## src/rtl/ffd_pkg.sv

```systemverilog
// Shared types, codes and helper functions for the farbfeld stream decoder.
// Used by the parser, the result queue and the top level; no dependencies.
package ffd_pkg;

  // Parser phase
  typedef enum logic [1:0] {
    PH_MAGIC  = 2'd0,
    PH_DIMS   = 2'd1,
    PH_PIXELS = 2'd2,
    PH_IGNORE = 2'd3
  } phase_t;

  // Result kinds as seen on the output channel
  typedef enum logic [2:0] {
    KIND_PIXEL     = 3'd0,
    KIND_HEADER    = 3'd1,
    KIND_BAD_MAGIC = 3'd2,
    KIND_END_OK    = 3'd3,
    KIND_END_ERROR = 3'd4
  } kind_t;

  // Magic, dimension block and pixel are all eight bytes long
  localparam int                     GROUP_LEN  = 8;
  localparam logic [2:0]             POS_LAST   = 3'(GROUP_LEN - 1);
  localparam logic [8*GROUP_LEN-1:0] MAGIC_TEXT = "farbfeld";

  // Result queue depth; a byte produces at most two results
  localparam int FIFO_DEPTH = 4;
  localparam int FIFO_AW    = $clog2(FIFO_DEPTH);

  typedef struct packed {
    kind_t       kind;
    logic [31:0] pixel_argb;
    logic [31:0] image_width;
    logic [31:0] image_height;
    logic        last_of_run;
  } result_t;

  // Results produced by one accepted byte, in order
  typedef struct packed {
    logic [1:0] num;
    result_t    first;
    result_t    second;
  } push_t;

  // Magic byte expected at a position, first character in the top byte
  function automatic logic [7:0] magic_byte(input logic [2:0] pos);
    return MAGIC_TEXT[8*(int'(POS_LAST) - int'(pos)) +: 8];
  endfunction

  // floor(v/257): v>>8 is either the quotient or one too high
  function automatic logic [7:0] scale_channel(input logic [15:0] v);
    logic [7:0]  q0;
    logic [15:0] back;
    q0   = v[15:8];
    back = {q0, 8'h00} + {8'h00, q0};
    return (back > v) ? q0 - 8'd1 : q0;
  endfunction

  function automatic result_t make_result(input kind_t kind, input logic [31:0] argb,
                                          input logic [31:0] w, input logic [31:0] h);
    result_t r;
    r.kind         = kind;
    r.pixel_argb   = argb;
    r.image_width  = w;
    r.image_height = h;
    r.last_of_run  = 1'b0;
    return r;
  endfunction

endpackage

```

## src/rtl/ffd_byte_if.sv

```systemverilog
// Byte input channel of the farbfeld stream decoder: valid/ready plus payload.
// Standalone, no package dependency.
interface ffd_byte_if;
  logic       valid;
  logic       ready;
  logic [7:0] data_byte;
  logic       final_byte;

  modport source (output valid, data_byte, final_byte, input ready);
  modport sink   (input valid, data_byte, final_byte, output ready);
endinterface

```

## src/rtl/ffd_result_if.sv

```systemverilog
// Result output channel of the farbfeld stream decoder: valid/ready plus payload.
// Standalone, no package dependency.
interface ffd_result_if;
  logic        valid;
  logic        ready;
  logic [2:0]  kind;
  logic [31:0] pixel_argb;
  logic [31:0] image_width;
  logic [31:0] image_height;
  logic        last_of_run;

  modport source (output valid, kind, pixel_argb, image_width, image_height, last_of_run,
                  input ready);
  modport sink   (input valid, kind, pixel_argb, image_width, image_height, last_of_run,
                  output ready);
endinterface

```

## src/rtl/ffd_parser.sv

```systemverilog
// Byte parser: magic check, header capture, pixel assembly and end-of-file status.
// Depends on ffd_pkg; produces up to two results per accepted byte.
module ffd_parser import ffd_pkg::*; (
  input  logic       clk,
  input  logic       rst,
  input  logic       accept,
  input  logic [7:0] data_byte,
  input  logic       final_byte,
  output push_t      push
);

  phase_t      phase, phase_next;
  logic [2:0]  pos, pos_next;
  logic        magic_matched, magic_matched_next;
  logic [31:0] width_reg, width_next;
  logic [31:0] height_reg, height_next;
  logic [63:0] pixels_left, pixels_left_next;
  logic        pixels_excess, pixels_excess_next;
  logic [7:0]  pending_high_byte, pending_next;
  logic [23:0] partial_channels, partial_next;

  logic [31:0] height_shift;
  logic [7:0]  chan;
  logic        header_zero;
  kind_t       end_kind;

  assign height_shift = {height_reg[23:0], data_byte};
  assign chan         = scale_channel({pending_high_byte, data_byte});
  assign header_zero  = (width_reg == 32'd0) || (height_shift == 32'd0);

  // Next state and results for the byte on the input
  always_comb begin
    phase_next         = phase;
    pos_next           = pos;
    magic_matched_next = magic_matched;
    width_next         = width_reg;
    height_next        = height_reg;
    pixels_left_next   = pixels_left;
    pixels_excess_next = pixels_excess;
    pending_next       = pending_high_byte;
    partial_next       = partial_channels;
    push               = '0;
    end_kind           = KIND_END_ERROR;

    if (accept) begin
      case (phase)
        PH_MAGIC: begin
          magic_matched_next = magic_matched && (data_byte == magic_byte(pos));
          pos_next           = pos + 3'd1;
          if (pos == POS_LAST) begin
            if (magic_matched_next) begin
              phase_next = PH_DIMS;
              if (final_byte) begin
                push.first = make_result(KIND_END_ERROR, '0, '0, '0);
                push.num   = 2'd1;
              end
            end else begin
              phase_next = PH_IGNORE;
              push.first = make_result(KIND_BAD_MAGIC, '0, '0, '0);
              push.num   = 2'd1;
            end
          end else if (final_byte) begin
            push.first = make_result(KIND_END_ERROR, '0, '0, '0);
            push.num   = 2'd1;
          end
        end
        PH_DIMS: begin
          if (!pos[2]) begin
            width_next = {width_reg[23:0], data_byte};
          end else begin
            height_next = height_shift;
          end
          pos_next = pos + 3'd1;
          if (pos == POS_LAST) begin
            phase_next         = PH_PIXELS;
            pixels_left_next   = 64'(width_reg) * 64'(height_shift);
            pixels_excess_next = 1'b0;
            push.first         = make_result(KIND_HEADER, '0, width_reg, height_shift);
            push.num           = 2'd1;
            if (final_byte) begin
              end_kind    = header_zero ? KIND_END_OK : KIND_END_ERROR;
              push.second = make_result(end_kind, '0, '0, '0);
              push.num    = 2'd2;
            end
          end else if (final_byte) begin
            push.first = make_result(KIND_END_ERROR, '0, '0, '0);
            push.num   = 2'd1;
          end
        end
        PH_PIXELS: begin
          if (!pos[0]) begin
            pending_next = data_byte;
          end else if (pos != POS_LAST) begin
            partial_next = {partial_channels[15:0], chan};
          end else if (pixels_left == 64'd0) begin
            pixels_excess_next = 1'b1;
          end else begin
            pixels_left_next = pixels_left - 64'd1;
            push.first       = make_result(KIND_PIXEL, {chan, partial_channels}, '0, '0);
            push.num         = 2'd1;
          end
          pos_next = pos + 3'd1;
          if (final_byte) begin
            end_kind = (pixels_left_next == 64'd0 && !pixels_excess_next) ?
                       KIND_END_OK : KIND_END_ERROR;
            if (push.num == 2'd0) begin
              push.first = make_result(end_kind, '0, '0, '0);
              push.num   = 2'd1;
            end else begin
              push.second = make_result(end_kind, '0, '0, '0);
              push.num    = 2'd2;
            end
          end
        end
        default: begin
          // bytes after a bad magic are dropped
        end
      endcase

      // the last byte of a file returns everything to the start
      if (final_byte) begin
        phase_next         = PH_MAGIC;
        pos_next           = 3'd0;
        magic_matched_next = 1'b1;
        width_next         = '0;
        height_next        = '0;
        pixels_left_next   = '0;
        pixels_excess_next = 1'b0;
        pending_next       = '0;
        partial_next       = '0;
      end
    end

    // mark the last result of this byte
    if (push.num == 2'd1) begin
      push.first.last_of_run = 1'b1;
    end else if (push.num == 2'd2) begin
      push.second.last_of_run = 1'b1;
    end
  end

  // State registers
  always_ff @(posedge clk) begin
    if (rst) begin
      phase             <= PH_MAGIC;
      pos               <= 3'd0;
      magic_matched     <= 1'b1;
      width_reg         <= '0;
      height_reg        <= '0;
      pixels_left       <= '0;
      pixels_excess     <= 1'b0;
      pending_high_byte <= '0;
      partial_channels  <= '0;
    end else begin
      phase             <= phase_next;
      pos               <= pos_next;
      magic_matched     <= magic_matched_next;
      width_reg         <= width_next;
      height_reg        <= height_next;
      pixels_left       <= pixels_left_next;
      pixels_excess     <= pixels_excess_next;
      pending_high_byte <= pending_next;
      partial_channels  <= partial_next;
    end
  end

  // A final byte always leaves the parser at the start of a new file
  a_final_restarts: assert property (@(posedge clk) disable iff (rst)
    accept && final_byte |=> phase == PH_MAGIC && pos == 3'd0 && magic_matched)
    else $error("parser did not restart after final byte");

  // Results only come from an accepted byte
  a_push_needs_accept: assert property (@(posedge clk) disable iff (rst)
    push.num != 2'd0 |-> accept)
    else $error("results produced without an accepted byte");

  // Two results only at the end of a file
  a_two_only_at_end: assert property (@(posedge clk) disable iff (rst)
    push.num == 2'd2 || push.num == 2'd3 |-> final_byte && push.num == 2'd2)
    else $error("bad result count for byte");

  // Exactly one last-of-run flag, on the final result
  a_last_flag: assert property (@(posedge clk) disable iff (rst)
    push.num == 2'd2 |-> push.second.last_of_run && !push.first.last_of_run)
    else $error("last_of_run misplaced");

endmodule

```

## src/rtl/ffd_result_fifo.sv

```systemverilog
// Result queue between the parser and the output channel; takes up to two
// results per cycle and hands out one per pop. Depends on ffd_pkg.
module ffd_result_fifo import ffd_pkg::*; (
  input  logic    clk,
  input  logic    rst,
  input  push_t   push,
  output logic    room,
  output result_t head,
  output logic    head_valid,
  input  logic    pop
);

  localparam int             CW         = FIFO_AW + 1;
  localparam logic [CW-1:0]  ROOM_LIMIT = CW'(FIFO_DEPTH - 2);
  localparam logic [CW-1:0]  DEPTH_MAX  = CW'(FIFO_DEPTH);

  result_t             store [FIFO_DEPTH];
  logic [FIFO_AW-1:0]  wptr;
  logic [FIFO_AW-1:0]  rptr;
  logic [CW-1:0]       count;
  logic                pop_fire;

  assign room       = count <= ROOM_LIMIT;
  assign head_valid = count != '0;
  assign head       = store[rptr];
  assign pop_fire   = pop && head_valid;

  // Pointers and fill count
  always_ff @(posedge clk) begin
    if (rst) begin
      wptr  <= '0;
      rptr  <= '0;
      count <= '0;
    end else begin
      wptr  <= wptr + FIFO_AW'(push.num);
      rptr  <= rptr + FIFO_AW'(pop_fire);
      count <= count + CW'(push.num) - CW'(pop_fire);
    end
  end

  // Entry storage
  always_ff @(posedge clk) begin
    if (push.num != 2'd0) begin
      store[wptr] <= push.first;
    end
    if (push.num == 2'd2) begin
      store[wptr + FIFO_AW'(1)] <= push.second;
    end
  end

  a_no_overflow: assert property (@(posedge clk) disable iff (rst)
    count <= DEPTH_MAX)
    else $error("result queue overflow");

  a_push_with_room: assert property (@(posedge clk) disable iff (rst)
    push.num != 2'd0 |-> room)
    else $error("results pushed without two free entries");

  a_drain_empty: assert property (@(posedge clk) disable iff (rst)
    count == CW'(1) && pop_fire && push.num == 2'd0 |=> !head_valid)
    else $error("queue not empty after last item left");

endmodule

```

## src/rtl/farbfeld_stream_decoder.sv

```systemverilog
// farbfeld stream decoder: takes one file byte per cycle while the result queue has
// room and emits header, pixel (ARGB8888) and end-of-file status items. Depends on
// ffd_pkg, ffd_byte_if, ffd_result_if, ffd_parser and ffd_result_fifo.
//
// Usage: feed the file on stream, one byte per item, with final_byte set on the
// last one. A byte is taken every cycle outside reset as long as the four-entry
// result queue has two free entries; results are registered into that queue and
// leave on the result channel in order. Most bytes cause zero or one result; a
// final byte that also completes the header or a pixel causes two, which leave
// one at a time, so sustained input runs at one byte per cycle when the result
// side keeps up. A bad magic gives one bad-magic item and then bytes are dropped
// until the final byte, which ends that file silently. After every final byte the
// decoder is back at the start of a new file.
module farbfeld_stream_decoder import ffd_pkg::*; (
  input  logic                clk,
  input  logic                rst,
  ffd_byte_if.sink            stream,
  ffd_result_if.source        result
);

  logic    accept;
  logic    room;
  push_t   push;
  result_t head;
  logic    head_valid;

  assign stream.ready = room && !rst;
  assign accept       = stream.valid && stream.ready;

  ffd_parser u_parser (
    .clk        (clk),
    .rst        (rst),
    .accept     (accept),
    .data_byte  (stream.data_byte),
    .final_byte (stream.final_byte),
    .push       (push)
  );

  ffd_result_fifo u_fifo (
    .clk        (clk),
    .rst        (rst),
    .push       (push),
    .room       (room),
    .head       (head),
    .head_valid (head_valid),
    .pop        (result.ready)
  );

  // Output channel
  assign result.valid        = head_valid;
  assign result.kind         = head.kind;
  assign result.pixel_argb   = head.pixel_argb;
  assign result.image_width  = head.image_width;
  assign result.image_height = head.image_height;
  assign result.last_of_run  = head.last_of_run;

endmodule
```

## src/flat_wrapper.sv

```systemverilog
// flat-port wrapper written by rule: the top's interface ports become plain ports
module farbfeld_stream_decoder_flat import ffd_pkg::*;
  (clk, rst, stream_valid, stream_data_byte, stream_final_byte, stream_ready, result_valid, result_kind, result_pixel_argb, result_image_width, result_image_height, result_last_of_run, result_ready);
  ffd_byte_if stream_i ();
  ffd_result_if result_i ();
  input  logic clk;
  input  logic rst;
  input wire logic [$bits(stream_i.valid)-1:0] stream_valid;
  input wire logic [$bits(stream_i.data_byte)-1:0] stream_data_byte;
  input wire logic [$bits(stream_i.final_byte)-1:0] stream_final_byte;
  output wire logic [$bits(stream_i.ready)-1:0] stream_ready;
  output wire logic [$bits(result_i.valid)-1:0] result_valid;
  output wire logic [$bits(result_i.kind)-1:0] result_kind;
  output wire logic [$bits(result_i.pixel_argb)-1:0] result_pixel_argb;
  output wire logic [$bits(result_i.image_width)-1:0] result_image_width;
  output wire logic [$bits(result_i.image_height)-1:0] result_image_height;
  output wire logic [$bits(result_i.last_of_run)-1:0] result_last_of_run;
  input wire logic [$bits(result_i.ready)-1:0] result_ready;
  assign stream_i.valid = stream_valid;
  assign stream_i.data_byte = stream_data_byte;
  assign stream_i.final_byte = stream_final_byte;
  assign stream_ready = stream_i.ready;
  assign result_valid = result_i.valid;
  assign result_kind = result_i.kind;
  assign result_pixel_argb = result_i.pixel_argb;
  assign result_image_width = result_i.image_width;
  assign result_image_height = result_i.image_height;
  assign result_last_of_run = result_i.last_of_run;
  assign result_i.ready = result_ready;
  farbfeld_stream_decoder u_core (.clk(clk), .rst(rst), .stream(stream_i), .result(result_i));
endmodule
```

## config.mk

```make
export PLATFORM = sky130hd
export DESIGN_NAME = farbfeld_stream_decoder_flat
export DESIGN_NICKNAME = d
export VERILOG_FILES = /design/src/rtl/ffd_pkg.sv /design/src/rtl/ffd_byte_if.sv /design/src/rtl/ffd_result_if.sv /design/src/rtl/ffd_parser.sv /design/src/rtl/ffd_result_fifo.sv /design/src/rtl/farbfeld_stream_decoder.sv /design/src/flat_wrapper.sv
export SDC_FILE = /design/constraint.sdc
export NUM_CORES = 2
export LEC_CHECK = 0
export BUFFER_PORTS_ARGS = -buffer_cell sky130_fd_sc_hd__buf_2
export CORE_ASPECT_RATIO = 2
export CORE_MARGIN = 2
export CORE_UTILIZATION = 60
export DETAILED_ROUTE_END_ITERATION = 10
export PLACE_DENSITY_LB_ADDON = 0.1
export SLEW_MARGIN = 10
export SYNTH_ARGS = -nofsm -noshare
export SYNTH_HDL_FRONTEND = slang
export SYNTH_SLANG_ARGS = --single-unit
```

## constraint.sdc

```tcl
create_clock -name clk -period 25.4 [get_ports clk]
set_clock_uncertainty 0.2 [all_clocks]
set_input_delay 1.27 -clock clk [delete_from_list [all_inputs] [get_ports clk]]
set_output_delay 1.27 -clock clk [all_outputs]
set_load 0.1 [all_outputs]
```

==> flow_summary.toml <==
[synthesis]
yosysTopAreaCellShare_pct = 30.9
synth_cell_types = 90
synth-edff-count = 16
yosys-top-cells-area = "fa_1 (31%), dfxtp_1 (19%), and2_1 (6.5%)"
netlist_instances = 6202
ys_seq_area_share_pct = 19.8
async_reset_ff_share_pct = 0
synth_top_area_cell = "fa_1"
synth-main-ff-cell = "dfxtp_1"
syn-cell-area_mm2 = 0.0581
ys_seq_elements = 566
syn_avg_cell_area_um2 = 9.37
yosys_warnings = 0
synth_nets = 7404

[grt]
grt_pass1_wl_mm = 280
antenna_found_initial = 9
grt_pass1_vias = 49700
grt_use_total_pct = 36.8
grt_max_degree = 121
grt_overflow_total = 0

[timing]
worst_slack_ns = 15.99
fin_tns_setup_ns = 0
setup_viol = 0
tightest_slew_ns = 1.21
hold_violations = 0
fmax_mhz = 106
rsz0062_at_grt = "false"
fin_crit_ns = 9.41
relSlewSlack_pct = 19.5
period_share_pct = 37.1
drv_slew = 0
finalHoldWorstSlack_ns = 0.251

[clock_network]
clock_latency_ns = 0.67
hold_buffers = 0
cts_tree = "yes"
cts_sinks = 566
root_buffer = "clkbuf_16"
cts_buffers = 52
clk_pin_slew_ns = 0.07
clockBufferDepth = 3
post_cts_buffers = 0
htreeDepth = 2
cts-resized-gates = 0

[placement]
placed_area_mm2 = 0.0592
place_hpwl_mm = 128
place_congestion = 0.992
portBuffers = 114
pre_cts_ws_ns = 15.35
dp_cells = 7134

[setup_path]
path_delay_family = "adder cells"
worst-r2r-cell-count = 25
max_stage_delay_ns = 0.78
cp-end-kind = "flip-flop"
cp.depth = 25
crit_buf_inv = 5
critPathCapture = "u_core.u_parser.pixels_left[62]"
crit_start = "stream_data_byte[7]"
crit_fanout = 41
r2r-end = "u_core.u_parser.pixels_left[62]"
cpMostUsedCell = "fa_1"
cp_slowest_cell = "buf_2"
cp.required_ns = 25.76
crit_arrival_ns = 9.78
critPathKind = "in2reg"
r2r_slack_ns = 16.17
cp-start-kind = "input port"
timing.rr.start = "u_core.u_parser.width_reg[4]"

[final_layout]
mostFrequentLayoutCell = "fa_1"
fin_util_pct = 63.5
post-route-cell-area_mm2 = 0.0610
largest_reg_flops = 400
drive_gt1_share_pct = 7.84
regArea_mm2 = 0.0115
instances_no_fill = 7233
multi_input_area_mm2 = 0.0414
area_delta_synth_final_pct = 4.98
nets = 7168
fill_cells = 8135
final_cell_mix = "fa_1 (897), inv_1 (890), nand2_1 (707), and2_1 (603), dfxtp_1 (547)"

[floorplan]
die_h_um = 444
core_area_mm2 = 0.0961
io_pins = 115
dieArea_mm2 = 0.0995
placementRows = 161
die_w_um = 224
floorplan.initialDensity_pct = 60.5

[route]
first_pass_iters = 8
viasPerCell = 6.40
drc_errors = 0
drt_iter0_drc = 3267
num_vias = 46300
wl_per_cell_um = 24.7
wl_mm = 178
ant_nets = 0

[power]
clkPwrFrac_pct = 42.9
seq_power_share_pct = 45.8
power.internal_mw = 1.43
leakagePower_nw = 27.8
fin_total_pwr_mw = 1.99
power.switching_uw = 553
power.share.switching_pct = 27.8
powerDensity_mw_per_mm2 = 32.6
max-vdd-ir-drop_uv = 47.5
comb_power_share_pct = 11.3

[worst_hold_path]
min_path_type = "reg2reg"

[run_status]
outcome = "finished, final reports clean"

[flow_run]
maxCapViolations = 0
[worst min path at each step]
stage,to,start,cells past startpoint,slack [ns]
2_1_floorplan,u_core.u_fifo.store[2][65],u_core.u_fifo.store[2][65],2,0.22
3_3_place_gp,u_core.u_fifo.store[0][90],u_core.u_fifo.store[0][90],2,0.23
3_5_place_dp,u_core.u_fifo.store[3][90],u_core.u_fifo.store[3][90],2,0.24
4_1_cts,u_core.u_fifo.store[3][90],u_core.u_fifo.store[3][90],2,0.25
5_1_grt,u_core.u_fifo.store[3][55],u_core.u_fifo.store[3][55],1,0.27
6_report,u_core.u_fifo.store[0][82],u_core.u_fifo.store[0][82],2,0.25
[metal layers]
layer	wire length (um)	global-route usage, %	part of all wire, %
met5	39	0	0.022
met4	14700	25.7	8.2
met3	10700	5.03	6.0
met1	57700	37.9	32
met2	95400	68.1	53
[area by class of cell]
cell class                      instances  share of cell area [%]
Multi-Input combinational cell       4236                    67.9
Sequential cell                       566                    18.9
Inverter                              892                    5.49
Tap cell                             1222                    2.51
Clock buffer                           68                    2.43
Timing Repair Buffer                  218                    2.23
Clock inverter                         29                   0.550
Antenna cell                            2                 0.00820
[worst min-delay path: stages (launching register included)]
cell	delay (ns)
dfxtp_1	0.32
nand2_1	0.04
o21ai_0	0.05
[cell families after synthesis]
kind of cell,after synthesis,synth area share [%]
and+or+nand+nor,1902,16.6
DFF,566,19.8
muxes,106,3.98
adders and majority gates,1189,37.2
buffers and inverters,1400,9.08
xor gates and xnor gates,92,1.39
AOI/OAI and AO/OA,947,12.0
[cells in the mapped netlist (all sizes together) (37+ instances only)]
master,count
dfxtp,550
nor4,70
nor3,66
a21o,45
o21ai,204
a21oi,154
nand2,707
a32o,256
clkbuf,434
buf,74
ha,292
and2,605
fa,897
nor2,217
nand4,37
inv,891
a22oi,99
mux4,100
xnor2,64
nand3,61
[power by group through the flow]
stage                     combinational, mW  clock (mW)  sequential (mW)
after detailed placement              0.226           0            0.931
after global routing                  0.241       0.892            0.911
after floorplan                       0.178           0            0.919
after global placement                0.225           0            0.931
after CTS                             0.226       0.861            0.910
final                                 0.225       0.852            0.910
(Power assumes the default switching activity.)
